## src/design/bsmm_pkg.sv

```systemverilog
// Bank-switching memory mapper: shared types and address constants.
// No dependencies; imported by every module of the mapper.
`default_nettype none

package bsmm_pkg;

    // Target codes of a decoded access
    localparam logic [2:0] TGT_MAIN   = 3'd0;
    localparam logic [2:0] TGT_AUX    = 3'd1;
    localparam logic [2:0] TGT_ROM    = 3'd2;
    localparam logic [2:0] TGT_SLOT   = 3'd3;
    localparam logic [2:0] TGT_SWITCH = 3'd4;
    localparam logic [2:0] TGT_NONE   = 3'd5;

    // Access kind
    localparam logic OP_READ  = 1'b0;
    localparam logic OP_WRITE = 1'b1;

    // Soft-switch write selects, address bits [3:1] of $C000-$C00F
    localparam logic [2:0] SW_80STORE   = 3'd0;
    localparam logic [2:0] SW_RAMRD     = 3'd1;
    localparam logic [2:0] SW_RAMWRT    = 3'd2;
    localparam logic [2:0] SW_INTCXROM  = 3'd3;
    localparam logic [2:0] SW_ALTZP     = 3'd4;
    localparam logic [2:0] SW_SLOTC3ROM = 3'd5;
    localparam logic [2:0] SW_80COL     = 3'd6;
    localparam logic [2:0] SW_ALTCHR    = 3'd7;

    // Status read selects, address bits [3:0] of $C010-$C01F
    localparam logic [3:0] ST_KEY      = 4'h0;
    localparam logic [3:0] ST_BANK2    = 4'h1;
    localparam logic [3:0] ST_LCRAM    = 4'h2;
    localparam logic [3:0] ST_RAMRD    = 4'h3;
    localparam logic [3:0] ST_RAMWRT   = 4'h4;
    localparam logic [3:0] ST_INTCXROM = 4'h5;
    localparam logic [3:0] ST_ALTZP    = 4'h6;
    localparam logic [3:0] ST_SLOTC3   = 4'h7;
    localparam logic [3:0] ST_80STORE  = 4'h8;
    localparam logic [3:0] ST_VBL      = 4'h9;
    localparam logic [3:0] ST_TEXT     = 4'hA;
    localparam logic [3:0] ST_MIXED    = 4'hB;
    localparam logic [3:0] ST_PAGE2    = 4'hC;
    localparam logic [3:0] ST_HIRES    = 4'hD;
    localparam logic [3:0] ST_ALTCHR   = 4'hE;
    localparam logic [3:0] ST_80COL    = 4'hF;

    // Display switch bit positions
    localparam int DISP_PAGE2  = 2;
    localparam int DISP_HIRES  = 3;
    localparam int DISP_80COL  = 8;
    localparam int DISP_ALTCHR = 9;

    // Address constants
    localparam logic [15:0] ADDR_RESET_VEC = 16'hFFFC;
    localparam logic [15:0] ADDR_C8_OFF    = 16'hCFFF;
    localparam logic [7:0]  PAGE_STACK     = 8'h01;
    localparam logic [7:0]  PAGE_C3        = 8'hC3;
    localparam logic [11:0] BLK_SWSET      = 12'hC00;
    localparam logic [11:0] BLK_STATUS     = 12'hC01;
    localparam logic [11:0] BLK_DISPLAY    = 12'hC05;
    localparam logic [11:0] BLK_LC         = 12'hC08;
    localparam logic [15:0] ROM_MASK       = 16'h7FFF;
    localparam logic [3:0]  LC_BANK1_HI    = 4'hC;
    localparam logic [3:0]  LC_BANK2_HI    = 4'hD;

    typedef struct packed {
        logic       store80;
        logic       aux_read;
        logic       aux_write;
        logic       int_cx_rom;
        logic       alt_zp;
        logic       slot_c3_rom;
        logic       int_c8_rom;
        logic       lc_bank_one;
        logic       lc_read_en;
        logic       lc_write_en;
        logic [1:0] arm_cnt;
        logic [1:0] stack_cnt;
        logic [9:0] disp;
    } t_state;

    typedef struct packed {
        logic        op;
        logic [15:0] addr;
        logic [7:0]  wdata;
        logic        side_eff;
        logic        key_down;
        logic        vblank;
    } t_item;

    typedef struct packed {
        logic [2:0]  target;
        logic [15:0] mem_index;
        logic        mem_write;
        logic [7:0]  mem_wdata;
        logic        status;
        logic        did_reset;
    } t_result;

endpackage

`default_nettype wire

```

## src/design/bank_switching_memory_mapper_unit.sv

```systemverilog
// An accepted access moves through the input register and the decode into the
// result register, which presents it on the result port until it is taken.
// Throughput: one access per cycle unless the result side stalls; the switch
// state is read and updated in the single decode pass between the two registers,
// so consecutive accesses chain. Reset (synchronous, active low): all switches,
// language-card flags and counts clear, both pipeline stages empty. Depends on bsmm_pkg and bsmm_decode.
`default_nettype none

module bank_switching_memory_mapper_unit (
    input  wire         i_clk,
    input  wire         i_rst_n,
    // access channel
    input  wire         i_in_valid,
    output logic        o_in_ready,
    input  wire         i_op,
    input  wire  [15:0] i_bus_address,
    input  wire  [7:0]  i_write_data,
    input  wire         i_side_effects,
    input  wire         i_key_down,
    input  wire         i_vblank_active,
    // result channel
    output logic        o_out_valid,
    input  wire         i_out_ready,
    output logic [2:0]  o_target,
    output logic [15:0] o_mem_index,
    output logic        o_mem_write,
    output logic [7:0]  o_mem_write_data,
    output logic        o_status_bit,
    output logic        o_did_reset
);
    import bsmm_pkg::*;

    t_state  r_state;
    t_state  n_state;
    t_item   r_item;
    t_result r_result;
    t_result dec_result;
    logic    r_in_valid;
    logic    r_out_valid;
    logic    advance;

    // The result register is free when empty or being drained this cycle
    assign advance    = r_in_valid && (!r_out_valid || i_out_ready);
    // Take a new transfer whenever the input register empties or moves on
    assign o_in_ready = !r_in_valid || advance;

    // Input register: hold the access until the decode can pass it on
    always_ff @(posedge i_clk) begin
        if (!i_rst_n) begin
            r_in_valid <= 1'b0;
        end else if (o_in_ready) begin
            r_in_valid <= i_in_valid;
        end
    end

    always_ff @(posedge i_clk) begin
        if (o_in_ready && i_in_valid) begin
            r_item.op       <= i_op;
            r_item.addr     <= i_bus_address;
            r_item.wdata    <= i_write_data;
            r_item.side_eff <= i_side_effects;
            r_item.key_down <= i_key_down;
            r_item.vblank   <= i_vblank_active;
        end
    end

    bsmm_decode u_decode (
        .i_state  (r_state),
        .i_item   (r_item),
        .o_result (dec_result),
        .o_state  (n_state)
    );

    // Switch state: advance only when the access really moves into the result
    always_ff @(posedge i_clk) begin
        if (!i_rst_n) begin
            r_state <= '0;
        end else if (advance) begin
            r_state <= n_state;
        end
    end

    // Result register: drop the valid once taken, refill from the decode
    always_ff @(posedge i_clk) begin
        if (!i_rst_n) begin
            r_out_valid <= 1'b0;
        end else if (advance) begin
            r_out_valid <= 1'b1;
        end else if (i_out_ready) begin
            r_out_valid <= 1'b0;
        end
    end

    always_ff @(posedge i_clk) begin
        if (advance) begin
            r_result <= dec_result;
        end
    end

    assign o_out_valid      = r_out_valid;
    assign o_target         = r_result.target;
    assign o_mem_index      = r_result.mem_index;
    assign o_mem_write      = r_result.mem_write;
    assign o_mem_write_data = r_result.mem_wdata;
    assign o_status_bit     = r_result.status;
    assign o_did_reset      = r_result.did_reset;

endmodule

`default_nettype wire

```

## src/design/bsmm_decode.sv

```systemverilog
// Bank-switching memory mapper: single-pass access decode and switch update.
// Depends on bsmm_pkg for the state, item and result structs.
`default_nettype none

module bsmm_decode (
    input  bsmm_pkg::t_state  i_state,
    input  bsmm_pkg::t_item   i_item,
    output bsmm_pkg::t_result o_result,
    output bsmm_pkg::t_state  o_state
);
    import bsmm_pkg::*;

    always_comb begin
        t_state      n;
        t_result     r;
        logic        wr;
        logic        eff;
        logic        lo;
        logic [15:0] a;
        logic        sel;
        logic        c8_was;
        logic [15:0] ram_idx;

        n   = i_state;
        a   = i_item.addr;
        wr  = (i_item.op == OP_WRITE);
        eff = wr | i_item.side_eff;
        lo  = a[0];
        sel = 1'b0;
        c8_was  = 1'b0;
        ram_idx = a;

        r.target    = TGT_NONE;
        r.mem_index = '0;
        r.mem_write = 1'b0;
        r.mem_wdata = '0;
        r.status    = 1'b0;
        r.did_reset = 1'b0;

        // Stack-page watch: three stack reads then a vector fetch resets the MMU
        if (!wr && eff) begin
            if (a[15:8] == PAGE_STACK) begin
                if (n.stack_cnt != 2'd3) begin
                    n.stack_cnt = n.stack_cnt + 2'd1;
                end
            end else begin
                if (n.stack_cnt == 2'd3 && a == ADDR_RESET_VEC) begin
                    n.store80     = 1'b0;
                    n.aux_read    = 1'b0;
                    n.aux_write   = 1'b0;
                    n.int_cx_rom  = 1'b0;
                    n.alt_zp      = 1'b0;
                    n.slot_c3_rom = 1'b0;
                    n.int_c8_rom  = 1'b0;
                    n.lc_bank_one = 1'b0;
                    n.lc_read_en  = 1'b0;
                    n.lc_write_en = 1'b0;
                    n.arm_cnt     = 2'd0;
                    r.did_reset   = 1'b1;
                end
                n.stack_cnt = 2'd0;
            end
        end

        if (a[15:14] != 2'b11) begin
            // Low RAM $0000-$BFFF
            sel = wr ? n.aux_write : n.aux_read;
            if (a[15:9] == 7'd0) begin
                sel = n.alt_zp;
            end else if (a[15:11] == 5'd0 && a[10] && n.store80) begin
                sel = n.disp[DISP_PAGE2];
            end else if (a[15:13] == 3'd1 && n.store80 && n.disp[DISP_HIRES]) begin
                sel = n.disp[DISP_PAGE2];
            end
            r.target    = sel ? TGT_AUX : TGT_MAIN;
            r.mem_index = a;
            r.mem_write = wr;
        end else if (a[15:8] == 8'hC0) begin
            // I/O page
            if (wr && a[15:4] == BLK_SWSET) begin
                case (a[3:1])
                    SW_80STORE:   n.store80           = lo;
                    SW_RAMRD:     n.aux_read          = lo;
                    SW_RAMWRT:    n.aux_write         = lo;
                    SW_INTCXROM:  n.int_cx_rom        = lo;
                    SW_ALTZP:     n.alt_zp            = lo;
                    SW_SLOTC3ROM: n.slot_c3_rom       = lo;
                    SW_80COL:     n.disp[DISP_80COL]  = lo;
                    SW_ALTCHR:    n.disp[DISP_ALTCHR] = lo;
                    default:      n.disp[DISP_ALTCHR] = lo;
                endcase
            end
            if (eff && a[15:4] == BLK_DISPLAY) begin
                n.disp[a[3:1]] = lo;
            end
            if (!wr && a[15:4] == BLK_STATUS) begin
                case (a[3:0])
                    ST_KEY:      r.status = i_item.key_down;
                    ST_BANK2:    r.status = ~n.lc_bank_one;
                    ST_LCRAM:    r.status = n.lc_read_en;
                    ST_RAMRD:    r.status = n.aux_read;
                    ST_RAMWRT:   r.status = n.aux_write;
                    ST_INTCXROM: r.status = n.int_cx_rom;
                    ST_ALTZP:    r.status = n.alt_zp;
                    ST_SLOTC3:   r.status = n.slot_c3_rom;
                    ST_80STORE:  r.status = n.store80;
                    ST_VBL:      r.status = ~i_item.vblank;
                    ST_TEXT:     r.status = n.disp[0];
                    ST_MIXED:    r.status = n.disp[1];
                    ST_PAGE2:    r.status = n.disp[DISP_PAGE2];
                    ST_HIRES:    r.status = n.disp[DISP_HIRES];
                    ST_ALTCHR:   r.status = n.disp[DISP_ALTCHR];
                    ST_80COL:    r.status = n.disp[DISP_80COL];
                    default:     r.status = 1'b0;
                endcase
            end
            if (eff && a[15:4] == BLK_LC) begin
                n.lc_bank_one = a[3];
                n.lc_read_en  = (a[1:0] == 2'd0) || (a[1:0] == 2'd3);
                if (!a[0]) begin
                    n.arm_cnt     = 2'd0;
                    n.lc_write_en = 1'b0;
                end else if (!wr) begin
                    if (n.arm_cnt != 2'd3) begin
                        n.arm_cnt = n.arm_cnt + 2'd1;
                    end
                    if (n.arm_cnt[1]) begin
                        n.lc_write_en = 1'b1;
                    end
                end else begin
                    n.arm_cnt = 2'd0;
                end
            end
            r.target    = TGT_SWITCH;
            r.mem_index = a;
        end else if (a[15:12] == 4'hC) begin
            // Slot / internal ROM space $C100-$CFFF
            if (a[15:8] == PAGE_C3 && eff && !n.slot_c3_rom) begin
                n.int_c8_rom = 1'b1;
            end
            c8_was = n.int_c8_rom;
            if (eff && a == ADDR_C8_OFF) begin
                n.int_c8_rom = 1'b0;
            end
            if ((a[11] && c8_was) || n.int_cx_rom ||
                (!n.slot_c3_rom && a[15:8] == PAGE_C3)) begin
                r.target    = TGT_ROM;
                r.mem_index = {4'h0, a[11:0]};
            end else begin
                r.target    = TGT_SLOT;
                r.mem_index = a;
            end
        end else begin
            // Language card area $D000-$FFFF
            if (a[15:12] == 4'hD) begin
                ram_idx = {(n.lc_bank_one ? LC_BANK1_HI : LC_BANK2_HI), a[11:0]};
            end
            if (!wr) begin
                if (!n.lc_read_en) begin
                    r.target    = TGT_ROM;
                    r.mem_index = a & ROM_MASK;
                end else begin
                    r.target    = n.alt_zp ? TGT_AUX : TGT_MAIN;
                    r.mem_index = ram_idx;
                end
            end else if (n.lc_write_en) begin
                r.target    = n.alt_zp ? TGT_AUX : TGT_MAIN;
                r.mem_index = ram_idx;
                r.mem_write = 1'b1;
            end
        end

        r.mem_wdata = r.mem_write ? i_item.wdata : 8'h00;

        o_result = r;
        o_state  = n;
    end

endmodule

`default_nettype wire

```

## config.mk

```make
export PLATFORM = sky130hd
export DESIGN_NAME = bank_switching_memory_mapper_unit
export DESIGN_NICKNAME = d
export VERILOG_FILES = /design/src/design/bsmm_pkg.sv /design/src/design/bank_switching_memory_mapper_unit.sv /design/src/design/bsmm_decode.sv
export SDC_FILE = /design/constraint.sdc
export NUM_CORES = 1
export LEC_CHECK = 0
export ABC_CLOCK_PERIOD_IN_PS = 4400
export BUFFER_PORTS_ARGS = -buffer_cell sky130_fd_sc_hd__buf_2
export CORE_ASPECT_RATIO = 0.7
export CORE_UTILIZATION = 33
export CTS_CLUSTER_DIAMETER = 40
export DETAILED_ROUTE_END_ITERATION = 7
export PLACE_DENSITY_LB_ADDON = 0.08
export SLEW_MARGIN = 20
export SYNTH_ARGS = -nofsm -noshare
export SYNTH_HDL_FRONTEND = slang
export SYNTH_HIERARCHICAL = 1
export SYNTH_SLANG_ARGS = --single-unit
```

## constraint.sdc

```tcl
create_clock -name i_clk -period 4.4 [get_ports i_clk]
set_clock_uncertainty 0.2 [all_clocks]
set_input_delay 0.44 -clock i_clk [delete_from_list [all_inputs] [get_ports i_clk]]
set_output_delay 0.44 -clock i_clk [all_outputs]
set_load 0.05 [all_outputs]
```

==> flow_summary.toml <==
[run_status]
run_status = "finished, final reports clean"

[sta]
relSlewSlack_pct = 52.1
final_hold_viol_count = 0
finalSetupViolCount = 0
fmaxAchievable_ghz = 0.290
period_share_pct = 78.5
tightest_slew_ns = 0.718
finalMaxSlewViolations = 0
tns_ns = 0
period_minus_slack_ns = 3.45
rsz0062_at_grt = "false"

[floorplan]
die_x_um = 132
num_rows = 32
die_y_um = 93.3
dieArea_um2 = 12400
fp.coreArea_um2 = 11300
start_util_pct = 34.8
boundaryPins = 64

[critical_path]
worstPathRequired_ns = 4.28
cp.arrival_ns = 3.33
cp_top_family = "compound AO/OA/AOI/OAI gates"
start_kind = "flip-flop"
critPathCaptureType = "flip-flop"
cpMaxStageDelayCell = "edfxtp_1"
path_buf_inv = 1
cp_slowest_stage_delay_ns = 0.59
path_class = "flip-flop to flip-flop"
ff2ff_path_depth = 8
crit_chain = "inv_1, ha_1, nand2_1, nor4_1, nand2_2, a2111oi_2, nor4_1, a211o_1"
critical_path_depth = 8
cpMostUsedCell = "nor4_1"
path_max_fanout = 15

[route]
num_vias = 2861
ant_nets = 0
viasPerCell = 4.98
drtIter0Drc = 166
drc = 0
first_pass_iters = 4
drt_wl_total_um = 9420
wl_per_cell_um = 16.4

[finish]
fin_nets = 452
area_growth_pct = 18.2
fin_area_um2 = 4650
fill_cells = 1117
diodes = 0
drive_gt1_share_pct = 24.5
fin_cells = 574
final_core_util_pct = 41.2

[grt]
grt_first_pass_wirelength_um = 14900
grt-ovfl-total = 0
grt_util_all_layers_pct = 16.1
antenna_found_initial = 0
grt_pass1_vias = 2664
grt_max_degree = 43

[clock_tree]
clkLatencyLatePin_ns = 0.34
cts_tree = "yes"
postCtsSetupBuffers = 0
cts_root_buffer = "clkbuf_16"
post_cts_resized = 0
clockBufferDepth = 2
cts_max_level = 3
hold_buffers = 0
numCtsBuffers = 9
cts_sinks = 80
clkTransAtPathRegs_ns = 0.07

[placed_design]
dpl.hpwl_um = 6950
gp_congestion = 0.845
dpl.cell_count = 558
portBuffers = 63
placedInstanceArea_um2 = 4360

[logic_synthesis]
synth.avg_cell_area_um2 = 11.0
synth_warnings = 6
synth_area_um2 = 3930
synth_nets = 393
syn_inst = 357

[pwr]
powerDensity_nw_per_um2 = 376
irDropWorstVdd_uv = 168
p_leak_nw = 1.67

[worst_hold_path]
min_path_cells = 1
hold_class = "input port to flip-flop"

[flow_run]
cap_violations = 0
## placed cells by master, fill, tap and decap left out, types with 3 or more instances in the layout
cell type / count
a21oi_1: 9
a311oi_1: 3
and2_1: 15
buf_2: 63
buf_4: 3
clkbuf_16: 9
dfxtp_1: 22
edfxtp_1: 58
ha_1: 4
inv_1: 10
inv_6: 3
mux2_2: 3
mux2i_1: 24
nand2_1: 61
nand3_1: 9
nand4_1: 4
nor2_1: 24
nor2b_1: 9
nor3_1: 6
nor3_2: 5
nor4_1: 5
nor4b_1: 3
o21a_1: 4
o21ai_0: 15
o31ai_1: 6
## power by group
| part | switching (mW) | internal, mW | leakage [nW] |
|---|---|---|---|
| Clock | 0.321 | 0.394 | 0.139 |
| Combinational | 0.115 | 0.0471 | 0.800 |
| Sequential | 0.0273 | 0.844 | 0.734 |
## flip-flops by register name, summed over array words and instances (netlist names)
register,flops
r_item,28
r_state,20
o_mem_index,16
o_mem_write_data,8
o_target,3
o_did_reset,1
o_mem_write,1
o_out_valid,1
o_status_bit,1
r_in_valid,1
## routing by layer
metal	vias to the layer above	part of all wire, %	GRT usage [%]
met5	-	0	0
met4	0	0.68	5.27
met3	4	6.3	4.12
met2	85	39	21.6
met1	1341	54	24.5
li1	1431	-	-
## area by class of cell
class                   instances  area, um2  area share, %
multi-input cells             249       1610           34.7
clock inverters                 7       62.6           1.35
well taps                     153        191           4.12
inverters                      10       37.5          0.808
clock buffers                   9        225           4.85
repair buffers                 66        338           7.27
flip-flops and latches         80       2180           46.9
## final timing paths
kind | endpoint | start | slack [ns]
setup / recovery | o_target[0] | r_item[11] | 0.95
hold / removal | r_item[7] | i_write_data[4] | 0.07
setup reg to reg | o_target[0] | r_item[11] | 0.95
hold reg to reg | r_state[17] | r_state[17] | 0.27
## metrics by stage
stage / setup WS [ns] / hold slack [ns] / power, mW
final: 0.947 / 0.0715 / 1.75
after global routing: 0.741 / 0.0537 / 1.82
after CTS: 0.976 / 0.0556 / 1.78
after detailed placement: 0.985 / 0.266 / 1.05
after global placement: 1.20 / 0.266 / 1.05
after floorplan: 1.45 / 0.243 / 1.00
(Power assumes the default switching activity.)
